==> config.mk <==
export PLATFORM = sky130hd
export DESIGN_NAME = char_lcd_nibble_bus_sequencer
export DESIGN_NICKNAME = d
export VERILOG_FILES = /design/src/rtl/lcdnb_pkg.sv /design/src/rtl/lcdnb_fifo.sv /design/src/rtl/lcdnb_front.sv /design/src/rtl/lcdnb_back.sv /design/src/rtl/char_lcd_nibble_bus_sequencer.sv
export VERILOG_INCLUDE_DIRS = /design/src /design/src/rtl
export SDC_FILE = /design/constraint.sdc
export NUM_CORES = 1
export LEC_CHECK = 0
export ABC_AREA = 1
export BUFFER_PORTS_ARGS = -buffer_cell sky130_fd_sc_hd__buf_2
export CAP_MARGIN = 25
export CORE_ASPECT_RATIO = 0.5
export CORE_UTILIZATION = 30
export CTS_BUF_LIST = sky130_fd_sc_hd__clkbuf_2 sky130_fd_sc_hd__clkbuf_4 sky130_fd_sc_hd__clkbuf_8
export CTS_CLUSTER_SIZE = 8
export DETAILED_ROUTE_END_ITERATION = 8
export PLACE_DENSITY_LB_ADDON = 0.08
export SYNTH_ARGS = -nofsm -noshare
export SYNTH_HDL_FRONTEND = slang
export SYNTH_HIERARCHICAL = 1
export SYNTH_SLANG_ARGS = --single-unit
==> constraint.sdc <==
create_clock -name i_clk -period 2.3 [get_ports i_clk]
set_clock_uncertainty 0.1 [all_clocks]
set_input_delay 0.23 -clock i_clk [delete_from_list [all_inputs] [get_ports i_clk]]
set_output_delay 0.23 -clock i_clk [all_outputs]
set_load 0.02 [all_outputs]
==> src/rtl/char_lcd_nibble_bus_sequencer_assert.svh <==
// Assertion macros used by the sequencer back end.
// Each check samples on the rising clock edge and is off while reset is low.
`ifndef CHAR_LCD_NIBBLE_BUS_SEQUENCER_ASSERT_SVH
`define CHAR_LCD_NIBBLE_BUS_SEQUENCER_ASSERT_SVH

`ifndef ASSERT_OFF

// Same-cycle implication.
`define ASSERT_IMP(label, clk, rst_n, pre, post) \
    label: assert property (@(posedge clk) disable iff (!rst_n) (pre) |-> (post)) \
        else $error("implication check failed");

// Next-cycle implication.
`define ASSERT_NXT(label, clk, rst_n, pre, post) \
    label: assert property (@(posedge clk) disable iff (!rst_n) (pre) |=> (post)) \
        else $error("next-cycle check failed");

`else

`define ASSERT_IMP(label, clk, rst_n, pre, post)
`define ASSERT_NXT(label, clk, rst_n, pre, post)

`endif

`endif

==> src/rtl/lcdnb_pkg.sv <==
package lcdnb_pkg;

    // Timer and register widths
    localparam int TIMER_WIDTH = 20;
    localparam int CFG_W       = 20;
    localparam int PULSE_W     = 8;
    localparam int CFG_IDX_W   = 2;

    typedef logic [TIMER_WIDTH-1:0] t_timer;

    // Configuration register indexes
    localparam logic [CFG_IDX_W-1:0] REG_PULSE     = 2'd0;
    localparam logic [CFG_IDX_W-1:0] REG_POWER_UP  = 2'd1;
    localparam logic [CFG_IDX_W-1:0] REG_LONG_GAP  = 2'd2;
    localparam logic [CFG_IDX_W-1:0] REG_SHORT_GAP = 2'd3;

    // Configuration reset values
    localparam logic [PULSE_W-1:0] PULSE_RST     = 8'd4;
    localparam logic [CFG_W-1:0]   POWER_UP_RST  = 20'd15000;
    localparam logic [CFG_W-1:0]   LONG_GAP_RST  = 20'd5000;
    localparam logic [CFG_W-1:0]   SHORT_GAP_RST = 20'd100;

    // Input action codes
    localparam logic [2:0] ACT_TICK   = 3'd0;
    localparam logic [2:0] ACT_CMD    = 3'd1;
    localparam logic [2:0] ACT_DATA   = 3'd2;
    localparam logic [2:0] ACT_LOCATE = 3'd3;
    localparam logic [2:0] ACT_INIT   = 3'd4;

    // Display constants
    localparam logic [7:0] ROW1_OFFSET   = 8'h40;
    localparam logic [7:0] SET_DDRAM     = 8'h80;
    localparam logic [7:0] CMD_FUNC_SET  = 8'b0010_1000;
    localparam logic [7:0] CMD_CLEAR     = 8'b0000_0001;
    localparam logic [7:0] CMD_DISP_ON   = 8'b0000_1100;
    localparam logic [3:0] NIB_WAKE      = 4'b0011;
    localparam logic [3:0] NIB_FOUR_BIT  = 4'b0010;

    // Init step numbers
    localparam logic [3:0] STEP_LAST_NIB = 4'd3;
    localparam logic [3:0] STEP_CMD0     = 4'd4;
    localparam logic [3:0] STEP_CMD2     = 4'd6;

    // Classified request kinds
    typedef enum logic [1:0] {
        K_TICK,
        K_BYTE,
        K_INIT
    } t_kind;

    // One queued request
    typedef struct packed {
        t_kind      kind;
        logic [7:0] data;
        logic       sel;
        logic       busy;
    } t_req;

    // Sequencer phases
    typedef enum logic [3:0] {
        PH_IDLE,
        PH_PWR,
        PH_IN_H,
        PH_IN_L,
        PH_GAP,
        PH_BF_H1,
        PH_BF_L1,
        PH_BF_H2,
        PH_BF_L2,
        PH_HI_H,
        PH_HI_L,
        PH_LO_H,
        PH_LO_L
    } t_phase;

    // Pin levels of one result beat, refused in the top bit
    typedef struct packed {
        logic       refused;
        logic       idle;
        logic       drv;
        logic [3:0] nib;
        logic       rd;
        logic       rs;
        logic       en;
    } t_pins;

    // Command byte sent at a given init step
    function automatic logic [7:0] init_cmd(input logic [3:0] step);
        logic [7:0] cmd;
        case (step)
            STEP_CMD0:     cmd = CMD_FUNC_SET;
            STEP_CMD2:     cmd = CMD_DISP_ON;
            default:       cmd = CMD_CLEAR;
        endcase
        return cmd;
    endfunction

    // Force a delay into 1 .. 2^TIMER_WIDTH-1
    function automatic t_timer clamp_delay(input logic [CFG_W-1:0] d);
        localparam int CMP_W = (TIMER_WIDTH > CFG_W) ? TIMER_WIDTH : CFG_W;
        logic [CMP_W-1:0] wide_d;
        logic [CMP_W-1:0] tmax_w;
        t_timer           res;
        wide_d = CMP_W'(d);
        tmax_w = CMP_W'({TIMER_WIDTH{1'b1}});
        if (d == '0) begin
            res = t_timer'(1);
        end else if (wide_d > tmax_w) begin
            res = {TIMER_WIDTH{1'b1}};
        end else begin
            res = t_timer'(wide_d);
        end
        return res;
    endfunction

endpackage

==> src/rtl/lcdnb_fifo.sv <==
module lcdnb_fifo (
    input  logic              i_clk,
    input  logic              i_rst_n,
    input  logic              i_push,
    input  lcdnb_pkg::t_req   i_req,
    output logic              o_ready,
    input  logic              i_pop,
    output logic              o_valid,
    output lcdnb_pkg::t_req   o_req
);

    lcdnb_pkg::t_req r_mem [2];
    logic            r_wr_ptr;
    logic            r_rd_ptr;
    logic [1:0]      r_count;
    logic            push;
    logic            pop;

    assign o_ready = (r_count != 2'd2);
    assign o_valid = (r_count != 2'd0);
    assign o_req   = r_mem[r_rd_ptr];
    assign push    = i_push && o_ready;
    assign pop     = i_pop && o_valid;

    // Store pushed entries
    always_ff @(posedge i_clk) begin
        if (push) begin
            r_mem[r_wr_ptr] <= i_req;
        end
    end

    // Advance pointers and fill level
    always_ff @(posedge i_clk) begin
        if (!i_rst_n) begin
            r_wr_ptr <= 1'b0;
            r_rd_ptr <= 1'b0;
            r_count  <= 2'd0;
        end else begin
            if (push) begin
                r_wr_ptr <= ~r_wr_ptr;
            end
            if (pop) begin
                r_rd_ptr <= ~r_rd_ptr;
            end
            case ({push, pop})
                2'b10:   r_count <= r_count + 2'd1;
                2'b01:   r_count <= r_count - 2'd1;
                default: r_count <= r_count;
            endcase
        end
    end

endmodule

==> src/rtl/lcdnb_front.sv <==
module lcdnb_front (
    input  logic              i_clk,
    input  logic              i_rst_n,
    input  logic              i_valid,
    output logic              o_ready,
    input  logic [2:0]        i_action,
    input  logic [7:0]        i_byte_value,
    input  logic [5:0]        i_column,
    input  logic              i_row,
    input  logic              i_busy_in,
    input  logic              i_pop,
    output logic              o_valid,
    output lcdnb_pkg::t_req   o_req
);

    lcdnb_pkg::t_req req;
    logic [7:0]      locate_byte;

    // Build the cursor address command
    assign locate_byte = (8'({2'b00, i_column}) + (i_row ? lcdnb_pkg::ROW1_OFFSET : 8'h00))
                         | lcdnb_pkg::SET_DDRAM;

    // Classify the action into tick, byte or init
    always_comb begin
        req.kind = lcdnb_pkg::K_TICK;
        req.data = i_byte_value;
        req.sel  = 1'b0;
        req.busy = i_busy_in;
        unique case (i_action)
            lcdnb_pkg::ACT_CMD: begin
                req.kind = lcdnb_pkg::K_BYTE;
            end
            lcdnb_pkg::ACT_DATA: begin
                req.kind = lcdnb_pkg::K_BYTE;
                req.sel  = 1'b1;
            end
            lcdnb_pkg::ACT_LOCATE: begin
                req.kind = lcdnb_pkg::K_BYTE;
                req.data = locate_byte;
            end
            lcdnb_pkg::ACT_INIT: begin
                req.kind = lcdnb_pkg::K_INIT;
            end
            default: begin
                req.kind = lcdnb_pkg::K_TICK;
            end
        endcase
    end

    // Queue between front and back
    lcdnb_fifo u_fifo (
        .i_clk   (i_clk),
        .i_rst_n (i_rst_n),
        .i_push  (i_valid),
        .i_req   (req),
        .o_ready (o_ready),
        .i_pop   (i_pop),
        .o_valid (o_valid),
        .o_req   (o_req)
    );

endmodule

==> src/rtl/lcdnb_back.sv <==
`include "char_lcd_nibble_bus_sequencer_assert.svh"

module lcdnb_back (
    input  logic                                i_clk,
    input  logic                                i_rst_n,
    input  logic                                i_cfg_we,
    input  logic [lcdnb_pkg::CFG_IDX_W-1:0]     i_cfg_index,
    input  logic [lcdnb_pkg::CFG_W-1:0]         i_cfg_data,
    input  logic                                i_q_valid,
    input  lcdnb_pkg::t_req                     i_q_req,
    output logic                                o_q_pop,
    output logic                                o_out_valid,
    input  logic                                i_out_ready,
    output lcdnb_pkg::t_pins                    o_out
);

    // Configuration
    logic [lcdnb_pkg::PULSE_W-1:0] r_pulse;
    logic [lcdnb_pkg::CFG_W-1:0]   r_power_up;
    logic [lcdnb_pkg::CFG_W-1:0]   r_long_gap;
    logic [lcdnb_pkg::CFG_W-1:0]   r_short_gap;

    // Sequencer state
    lcdnb_pkg::t_phase r_phase,     n_phase;
    lcdnb_pkg::t_timer r_wait,      n_wait;
    logic [7:0]        r_held_byte, n_held_byte;
    logic              r_held_sel,  n_held_sel;
    logic [3:0]        r_init_step, n_init_step;
    logic              r_busy_seen, n_busy_seen;
    logic              n_refused;

    // Output register
    logic              r_out_valid;
    lcdnb_pkg::t_pins  r_out, n_out;

    lcdnb_pkg::t_timer pulse_d;
    lcdnb_pkg::t_timer power_d;
    lcdnb_pkg::t_timer long_d;
    lcdnb_pkg::t_timer short_d;

    assign pulse_d = lcdnb_pkg::clamp_delay(lcdnb_pkg::CFG_W'(r_pulse));
    assign power_d = lcdnb_pkg::clamp_delay(r_power_up);
    assign long_d  = lcdnb_pkg::clamp_delay(r_long_gap);
    assign short_d = lcdnb_pkg::clamp_delay(r_short_gap);

    // Take a queued beat whenever the output slot frees up
    assign o_q_pop     = i_q_valid && (!r_out_valid || i_out_ready);
    assign o_out_valid = r_out_valid;
    assign o_out       = r_out;

    // Write configuration registers
    always_ff @(posedge i_clk) begin
        if (!i_rst_n) begin
            r_pulse     <= lcdnb_pkg::PULSE_RST;
            r_power_up  <= lcdnb_pkg::POWER_UP_RST;
            r_long_gap  <= lcdnb_pkg::LONG_GAP_RST;
            r_short_gap <= lcdnb_pkg::SHORT_GAP_RST;
        end else if (i_cfg_we) begin
            unique case (i_cfg_index)
                lcdnb_pkg::REG_PULSE:     r_pulse     <= i_cfg_data[lcdnb_pkg::PULSE_W-1:0];
                lcdnb_pkg::REG_POWER_UP:  r_power_up  <= i_cfg_data;
                lcdnb_pkg::REG_LONG_GAP:  r_long_gap  <= i_cfg_data;
                lcdnb_pkg::REG_SHORT_GAP: r_short_gap <= i_cfg_data;
                default:                  r_pulse     <= r_pulse;
            endcase
        end
    end

    // State register
    always_ff @(posedge i_clk) begin
        if (!i_rst_n) begin
            r_phase     <= lcdnb_pkg::PH_IDLE;
            r_wait      <= '0;
            r_held_byte <= '0;
            r_held_sel  <= 1'b0;
            r_init_step <= '0;
            r_busy_seen <= 1'b0;
            r_out_valid <= 1'b0;
        end else begin
            if (o_q_pop) begin
                r_phase     <= n_phase;
                r_wait      <= n_wait;
                r_held_byte <= n_held_byte;
                r_held_sel  <= n_held_sel;
                r_init_step <= n_init_step;
                r_busy_seen <= n_busy_seen;
                r_out_valid <= 1'b1;
            end else if (i_out_ready) begin
                r_out_valid <= 1'b0;
            end
        end
    end

    // Hold the result beat
    always_ff @(posedge i_clk) begin
        if (o_q_pop) begin
            r_out <= n_out;
        end
    end

    // Next state for the beat at the queue head
    always_comb begin
        n_phase     = r_phase;
        n_wait      = r_wait;
        n_held_byte = r_held_byte;
        n_held_sel  = r_held_sel;
        n_init_step = r_init_step;
        n_busy_seen = r_busy_seen;
        n_refused   = 1'b0;

        if (i_q_req.kind != lcdnb_pkg::K_TICK) begin
            if (r_phase != lcdnb_pkg::PH_IDLE) begin
                // drop a request that arrives mid-sequence
                n_refused = 1'b1;
            end else if (i_q_req.kind == lcdnb_pkg::K_INIT) begin
                n_init_step = '0;
                n_phase     = lcdnb_pkg::PH_PWR;
                n_wait      = power_d;
            end else begin
                n_init_step = '0;
                n_held_byte = i_q_req.data;
                n_held_sel  = i_q_req.sel;
                n_busy_seen = 1'b0;
                n_phase     = lcdnb_pkg::PH_BF_H1;
                n_wait      = pulse_d;
            end
        end else if (r_phase != lcdnb_pkg::PH_IDLE) begin
            if (r_wait > lcdnb_pkg::t_timer'(1)) begin
                n_wait = r_wait - lcdnb_pkg::t_timer'(1);
            end else begin
                n_wait = pulse_d;
                unique case (r_phase)
                    lcdnb_pkg::PH_PWR:   n_phase = lcdnb_pkg::PH_IN_H;
                    lcdnb_pkg::PH_IN_H:  n_phase = lcdnb_pkg::PH_IN_L;
                    lcdnb_pkg::PH_IN_L: begin
                        if (r_init_step == 4'd0) begin
                            n_phase = lcdnb_pkg::PH_GAP;
                            n_wait  = long_d;
                        end else if (r_init_step < lcdnb_pkg::STEP_LAST_NIB) begin
                            n_phase = lcdnb_pkg::PH_GAP;
                            n_wait  = short_d;
                        end else begin
                            n_init_step = lcdnb_pkg::STEP_CMD0;
                            n_held_byte = lcdnb_pkg::init_cmd(lcdnb_pkg::STEP_CMD0);
                            n_held_sel  = 1'b0;
                            n_busy_seen = 1'b0;
                            n_phase     = lcdnb_pkg::PH_BF_H1;
                        end
                    end
                    lcdnb_pkg::PH_GAP: begin
                        n_init_step = r_init_step + 4'd1;
                        n_phase     = lcdnb_pkg::PH_IN_H;
                    end
                    lcdnb_pkg::PH_BF_H1: begin
                        n_busy_seen = i_q_req.busy;
                        n_phase     = lcdnb_pkg::PH_BF_L1;
                    end
                    lcdnb_pkg::PH_BF_L1: n_phase = lcdnb_pkg::PH_BF_H2;
                    lcdnb_pkg::PH_BF_H2: n_phase = lcdnb_pkg::PH_BF_L2;
                    lcdnb_pkg::PH_BF_L2: begin
                        n_phase = r_busy_seen ? lcdnb_pkg::PH_BF_H1 : lcdnb_pkg::PH_HI_H;
                    end
                    lcdnb_pkg::PH_HI_H:  n_phase = lcdnb_pkg::PH_HI_L;
                    lcdnb_pkg::PH_HI_L:  n_phase = lcdnb_pkg::PH_LO_H;
                    lcdnb_pkg::PH_LO_H:  n_phase = lcdnb_pkg::PH_LO_L;
                    lcdnb_pkg::PH_LO_L: begin
                        // chain the next init command or finish
                        if (r_init_step >= lcdnb_pkg::STEP_CMD0 &&
                            r_init_step < lcdnb_pkg::STEP_CMD2) begin
                            n_init_step = r_init_step + 4'd1;
                            n_held_byte = lcdnb_pkg::init_cmd(r_init_step + 4'd1);
                            n_held_sel  = 1'b0;
                            n_busy_seen = 1'b0;
                            n_phase     = lcdnb_pkg::PH_BF_H1;
                        end else begin
                            n_init_step = '0;
                            n_phase     = lcdnb_pkg::PH_IDLE;
                            n_wait      = '0;
                        end
                    end
                    default: begin
                        n_init_step = '0;
                        n_phase     = lcdnb_pkg::PH_IDLE;
                        n_wait      = '0;
                    end
                endcase
            end
        end
    end

    // Decode pin levels from the next phase
    always_comb begin
        n_out         = '0;
        n_out.drv     = 1'b1;
        n_out.idle    = (n_phase == lcdnb_pkg::PH_IDLE);
        n_out.refused = n_refused;
        unique case (n_phase)
            lcdnb_pkg::PH_IN_H, lcdnb_pkg::PH_IN_L, lcdnb_pkg::PH_GAP: begin
                n_out.nib = (n_init_step >= lcdnb_pkg::STEP_LAST_NIB) ?
                            lcdnb_pkg::NIB_FOUR_BIT : lcdnb_pkg::NIB_WAKE;
                n_out.en  = (n_phase == lcdnb_pkg::PH_IN_H);
            end
            lcdnb_pkg::PH_BF_H1, lcdnb_pkg::PH_BF_L1,
            lcdnb_pkg::PH_BF_H2, lcdnb_pkg::PH_BF_L2: begin
                n_out.rd  = 1'b1;
                n_out.drv = 1'b0;
                n_out.en  = (n_phase == lcdnb_pkg::PH_BF_H1) ||
                            (n_phase == lcdnb_pkg::PH_BF_H2);
            end
            lcdnb_pkg::PH_HI_H, lcdnb_pkg::PH_HI_L: begin
                n_out.rs  = n_held_sel;
                n_out.nib = n_held_byte[7:4];
                n_out.en  = (n_phase == lcdnb_pkg::PH_HI_H);
            end
            lcdnb_pkg::PH_LO_H, lcdnb_pkg::PH_LO_L: begin
                n_out.rs  = n_held_sel;
                n_out.nib = n_held_byte[3:0];
                n_out.en  = (n_phase == lcdnb_pkg::PH_LO_H);
            end
            default: begin
                n_out.en = 1'b0;
            end
        endcase
    end

    // A refused beat is never reported as idle
    `ASSERT_IMP(a_refused_not_idle, i_clk, i_rst_n, r_out_valid && r_out.refused, !r_out.idle)
    // The timer rests at zero while idle
    `ASSERT_IMP(a_idle_timer_zero, i_clk, i_rst_n, r_phase == lcdnb_pkg::PH_IDLE, r_wait == '0)
    // A request mid-sequence comes back refused
    `ASSERT_NXT(a_busy_refuses, i_clk, i_rst_n, o_q_pop && i_q_req.kind != lcdnb_pkg::K_TICK && r_phase != lcdnb_pkg::PH_IDLE, r_out_valid && r_out.refused)
    // The init step never runs past the last init command
    `ASSERT_IMP(a_step_range, i_clk, i_rst_n, 1'b1, r_init_step <= lcdnb_pkg::STEP_CMD2)

endmodule

==> src/rtl/char_lcd_nibble_bus_sequencer.sv <==
// A request beat accepted into the queue is popped into the output register, which presents
// its pin beat; beats already waiting in the queue are presented before it.
// Throughput: one beat per cycle when the pin stream does not stall; a stalled pin stream
// backs up through the two-entry queue to s_axis_tready.
// Reset: synchronous, active low; clears the queue, output register and sequencer,
// and loads the default delay registers. No clearing pass.
module char_lcd_nibble_bus_sequencer (
    input  logic                                i_clk,
    input  logic                                i_rst_n,
    // Configuration write port
    input  logic                                i_cfg_we,
    input  logic [lcdnb_pkg::CFG_IDX_W-1:0]     i_cfg_index,
    input  logic [lcdnb_pkg::CFG_W-1:0]         i_cfg_data,
    // Request stream
    input  logic                                s_axis_tvalid,
    output logic                                s_axis_tready,
    input  logic [15:0]                         s_axis_tdata,  // byte_value[7:0], column[13:8],
                                                               // row[14], busy_in[15]
    input  logic [2:0]                          s_axis_tuser,  // action[2:0]
    // Pin level stream
    output logic                                m_axis_tvalid,
    input  logic                                m_axis_tready,
    output logic [15:0]                         m_axis_tdata   // lcd_enable[0], lcd_select_data[1],
                                                               // lcd_read[2], lcd_nibble[6:3],
                                                               // drive_nibble[7], idle[8],
                                                               // refused[9]
);

    logic             q_pop;
    logic             q_valid;
    lcdnb_pkg::t_req  q_req;
    lcdnb_pkg::t_pins out_pins;

    // Classify requests and queue them
    lcdnb_front u_front (
        .i_clk        (i_clk),
        .i_rst_n      (i_rst_n),
        .i_valid      (s_axis_tvalid),
        .o_ready      (s_axis_tready),
        .i_action     (s_axis_tuser),
        .i_byte_value (s_axis_tdata[7:0]),
        .i_column     (s_axis_tdata[13:8]),
        .i_row        (s_axis_tdata[14]),
        .i_busy_in    (s_axis_tdata[15]),
        .i_pop        (q_pop),
        .o_valid      (q_valid),
        .o_req        (q_req)
    );

    // Run the pin sequence
    lcdnb_back u_back (
        .i_clk       (i_clk),
        .i_rst_n     (i_rst_n),
        .i_cfg_we    (i_cfg_we),
        .i_cfg_index (i_cfg_index),
        .i_cfg_data  (i_cfg_data),
        .i_q_valid   (q_valid),
        .i_q_req     (q_req),
        .o_q_pop     (q_pop),
        .o_out_valid (m_axis_tvalid),
        .i_out_ready (m_axis_tready),
        .o_out       (out_pins)
    );

    assign m_axis_tdata = {6'b000000, out_pins};

endmodule
==> run metrics <==
status=completed; maximum operating frequency=443 MHz; Starting DRT DRC Count=688; Diodes inserted=0; Worst Hold Launch=i_cfg_index[0]; WP data required=2.58 ns; ys flop type=dfxtp_1; Core ar.=0.0265 mm^2; IO buf count=57; Startpoint Class=register; TritonCTS buffer count=17; reg2reg end=u_back/r_wait[3]; Worst R2R Start=u_back/r_phase[1]; Worst Hold End=u_back/r_pulse[2]; largest net degree at the start of global routing=86; max-cap violations=0; Vias=7923; Worst IR Drop VDD=0.568 mV; most frequent cells in the layout=nand2_1, o21ai_0, inv_1; minimum clock period=2.26 ns; Reg2Reg Depth=10; final hold violations=0; antenna violations before repair=0; type of the tightest min-delay check=primary input to register; Max-slew headroom=42.1%; Critical Path AT=2.54 ns; crit-path max cell delay=0.38 ns; routed vias/inst=4.85; H-tree Lvls=4; synth top area cells=dfxtp_1, edfxtp_1, nand2_1; YS warnings=6; critical path capture point type=register; kind of critical path=register to register; post-synthesis sequential area ratio=40.1%; Finished Core Util=38.4%; EDFF count, synth=34; # nets final=1321; initial core utilization=30.7%; Syn-to-layout area delta=25.3%; vias in the first global route=7318; Routed WL per cell=16.1 um; worst-path maximum fanout=8; Yosys cell types=48; CP cell instances=inv_2 > nand2_2 > nor2_4 > inv_4 > nand2_2 > nand3_1 > buf_4 > buf_12 > a221oi_1 > a21oi_1; switch share=47.5%; # setup viols final=0; die height=118 um; Internal=0.00753 W; R2R Setup Slk=0.04 ns; Clk pwr share=15.9%; number of max-slew violations in the final report=0; drt pass-1 iters=6; leakage=4.49 nW; Power Density=1410 mW/mm^2; commonest non-fill, non-tap cell in the layout=nand2_1; share of layout cells above drive strength 1=21.2%; CTS tree=built; ys async rst share=0%; Worst Hold Depth=4; Comb pwr share=58.4%; area share of the largest cell type after synthesis=27.5%; worst slew pin tran=0.867 ns; Max clock buf depth=2; Mapped Area=0.00814 mm^2; Hold Slack=0.0405 ns; global-route wire length before repair=40400 um; Setup WS post-layout=0.0415 ns; clock sink count=146; DRC violations left=0; sequential share of power=25.7%; gpl congestion=0.888; Clk pin slew, worst setup/hold paths=0.10 ns; final WL=26300 um; io pins=64; worst-skew pair later-pin latency=0.50 ns; std cell rows=42; DP Worst Slack=-0.00897 ns; antenna viol nets, final=0; Overall Global Routing Usage=19.0%; CTS Root Cell=clkbuf_8; grt ovf=0; slowest library cell on the worst path=dfxtp_1; Crit path top cell by count=nand2_2; Psw=0.00682 W; die span in x=235 um; crit share post-route=98.2%; hpwl dp=19200 um; Yosys reg bits=146; Avg Synthesized Cell Area=7.22 um^2; post-synthesis cell count=1127; cell taking the most area after synthesis=dfxtp_1; die area=0.0278 mm^2
Yosys cell counts, types with 7 or more instances:
cell type / number
nand2_1: 225
o21ai_0: 145
inv_1: 125
dfxtp_1: 112
a21oi_1: 111
nor2_1: 98
nand3_1: 36
edfxtp_1: 34
clkbuf_1: 32
nand4_1: 24
nand2_2: 18
o22ai_1: 15
nor3_1: 14
buf_2: 11
mux2_4: 10
nor2_2: 10
o211ai_1: 10
xor2_1: 10
inv_2: 9
nor2_4: 9
a221oi_1: 8
ha_1: 7
stage by stage:
stage          power [W]  setup TNS [ns]  instances  instance area [um^2]
6_report          0.0144               0       1632                 10200
3_3_place_gp      0.0116               0       1547                  9140
3_5_place_dp      0.0116         -0.0166       1547                  9140
4_1_cts           0.0140               0       1619                  9990
5_1_grt           0.0154         -0.0975       1632                 10200
2_1_floorplan    0.00872               0       1132                  8170
metal layers:
layer	vias to the layer above	share of wire, %	track usage (%)
met4	0	1.7	6.33
met5	-	0	0
met3	35	4.7	3.50
li1	4017	-	-
met2	206	44	29.4
met1	3665	50	26.4
power by group through the flow:
| stage | clock [W] | combinational, W | sequential [W] |
|---|---|---|---|
| finish | 0.00228 | 0.00838 | 0.00369 |
| global route | 0.00245 | 0.00919 | 0.00375 |
| CTS | 0.00235 | 0.00798 | 0.00366 |
| detailed placement | 0 | 0.00785 | 0.00371 |
| global placement | 0 | 0.00786 | 0.00371 |
| floorplan | 0 | 0.00498 | 0.00374 |
final cells by class:
cell class	count	area, um^2
well taps	352	440
clock inverters	13	184
clock buffers	18	241
repair buffers	173	1330
inverters	138	532
flip-flops and latches	146	3270
multi-input cells	792	4200
fillers	2759	16300
flip-flops by register name, summed over array words and instances, names as in the netlist, 2 cells and up, named ones only:
signal                  count
u_back/r_wait              20
u_back/r_held_byte          8
u_back/r_long_gap          20
u_back/r_pulse              8
u_back/r_phase              4
u_back/r_init_step          4
u_front/u_fifo/r_count      2
u_back/r_power_up          20
u_back/o_out               10
u_back/r_short_gap         20
u_front/u_fifo/r_mem       24
worst max-delay path: cells and delay by family, from the launching register on:
| family | cells | cell delay, ns |
|---|---|---|
| AO/OA/AOI/OAI | 2 | 0.44 |
| buffers and inverters | 4 | 0.57 |
| flip-flops | 1 | 0.38 |
| AND/OR/NAND/NOR | 4 | 0.65 |
worst max path at each step:
stage | depth (start not counted) | slack, ns | from | end
floorplan | 14 | 0.006 | register | u_back/o_out[4]
global placement | 12 | 0.004 | register | u_back/o_out[6]
detailed placement | 12 | -0.009 | register | u_back/o_out[4]
CTS | 13 | 0.01 | u_back/r_wait[12] | u_back/o_out[3]
global route | 12 | -0.05 | register | u_back/o_out[4]
finish | 10 | 0.04 | u_back/r_phase[1] | u_back/r_wait[3]
repair_timing:
| item | 4_1_cts | 5_1_grt |
|---|---|---|
| endpoints found under the setup margin | 3 | 13 |
| pin swaps | 1 | 25 |
| endpoints found under the hold margin | 88 | 0 |
| hold buffers | 40 | 0 |
| gates resized for setup | 6 | 41 |
| setup buffers | 1 | 13 |
cell families (layout without fill, tap and decap cells):
logic type,count (synthesis),after routing,synth area share (%)
AOI/OAI and AO/OA,303,303,20.0
DFF,146,146,40.1
adders and majority gates,7,7,1.08
buffers and inverters,194,342,9.91
xor gates and xnor gates,12,12,1.29
and+or+nand+nor,452,452,25.5
muxes,12,12,2.12
other,1,6,0.0461
(Power assumes the default switching activity.)
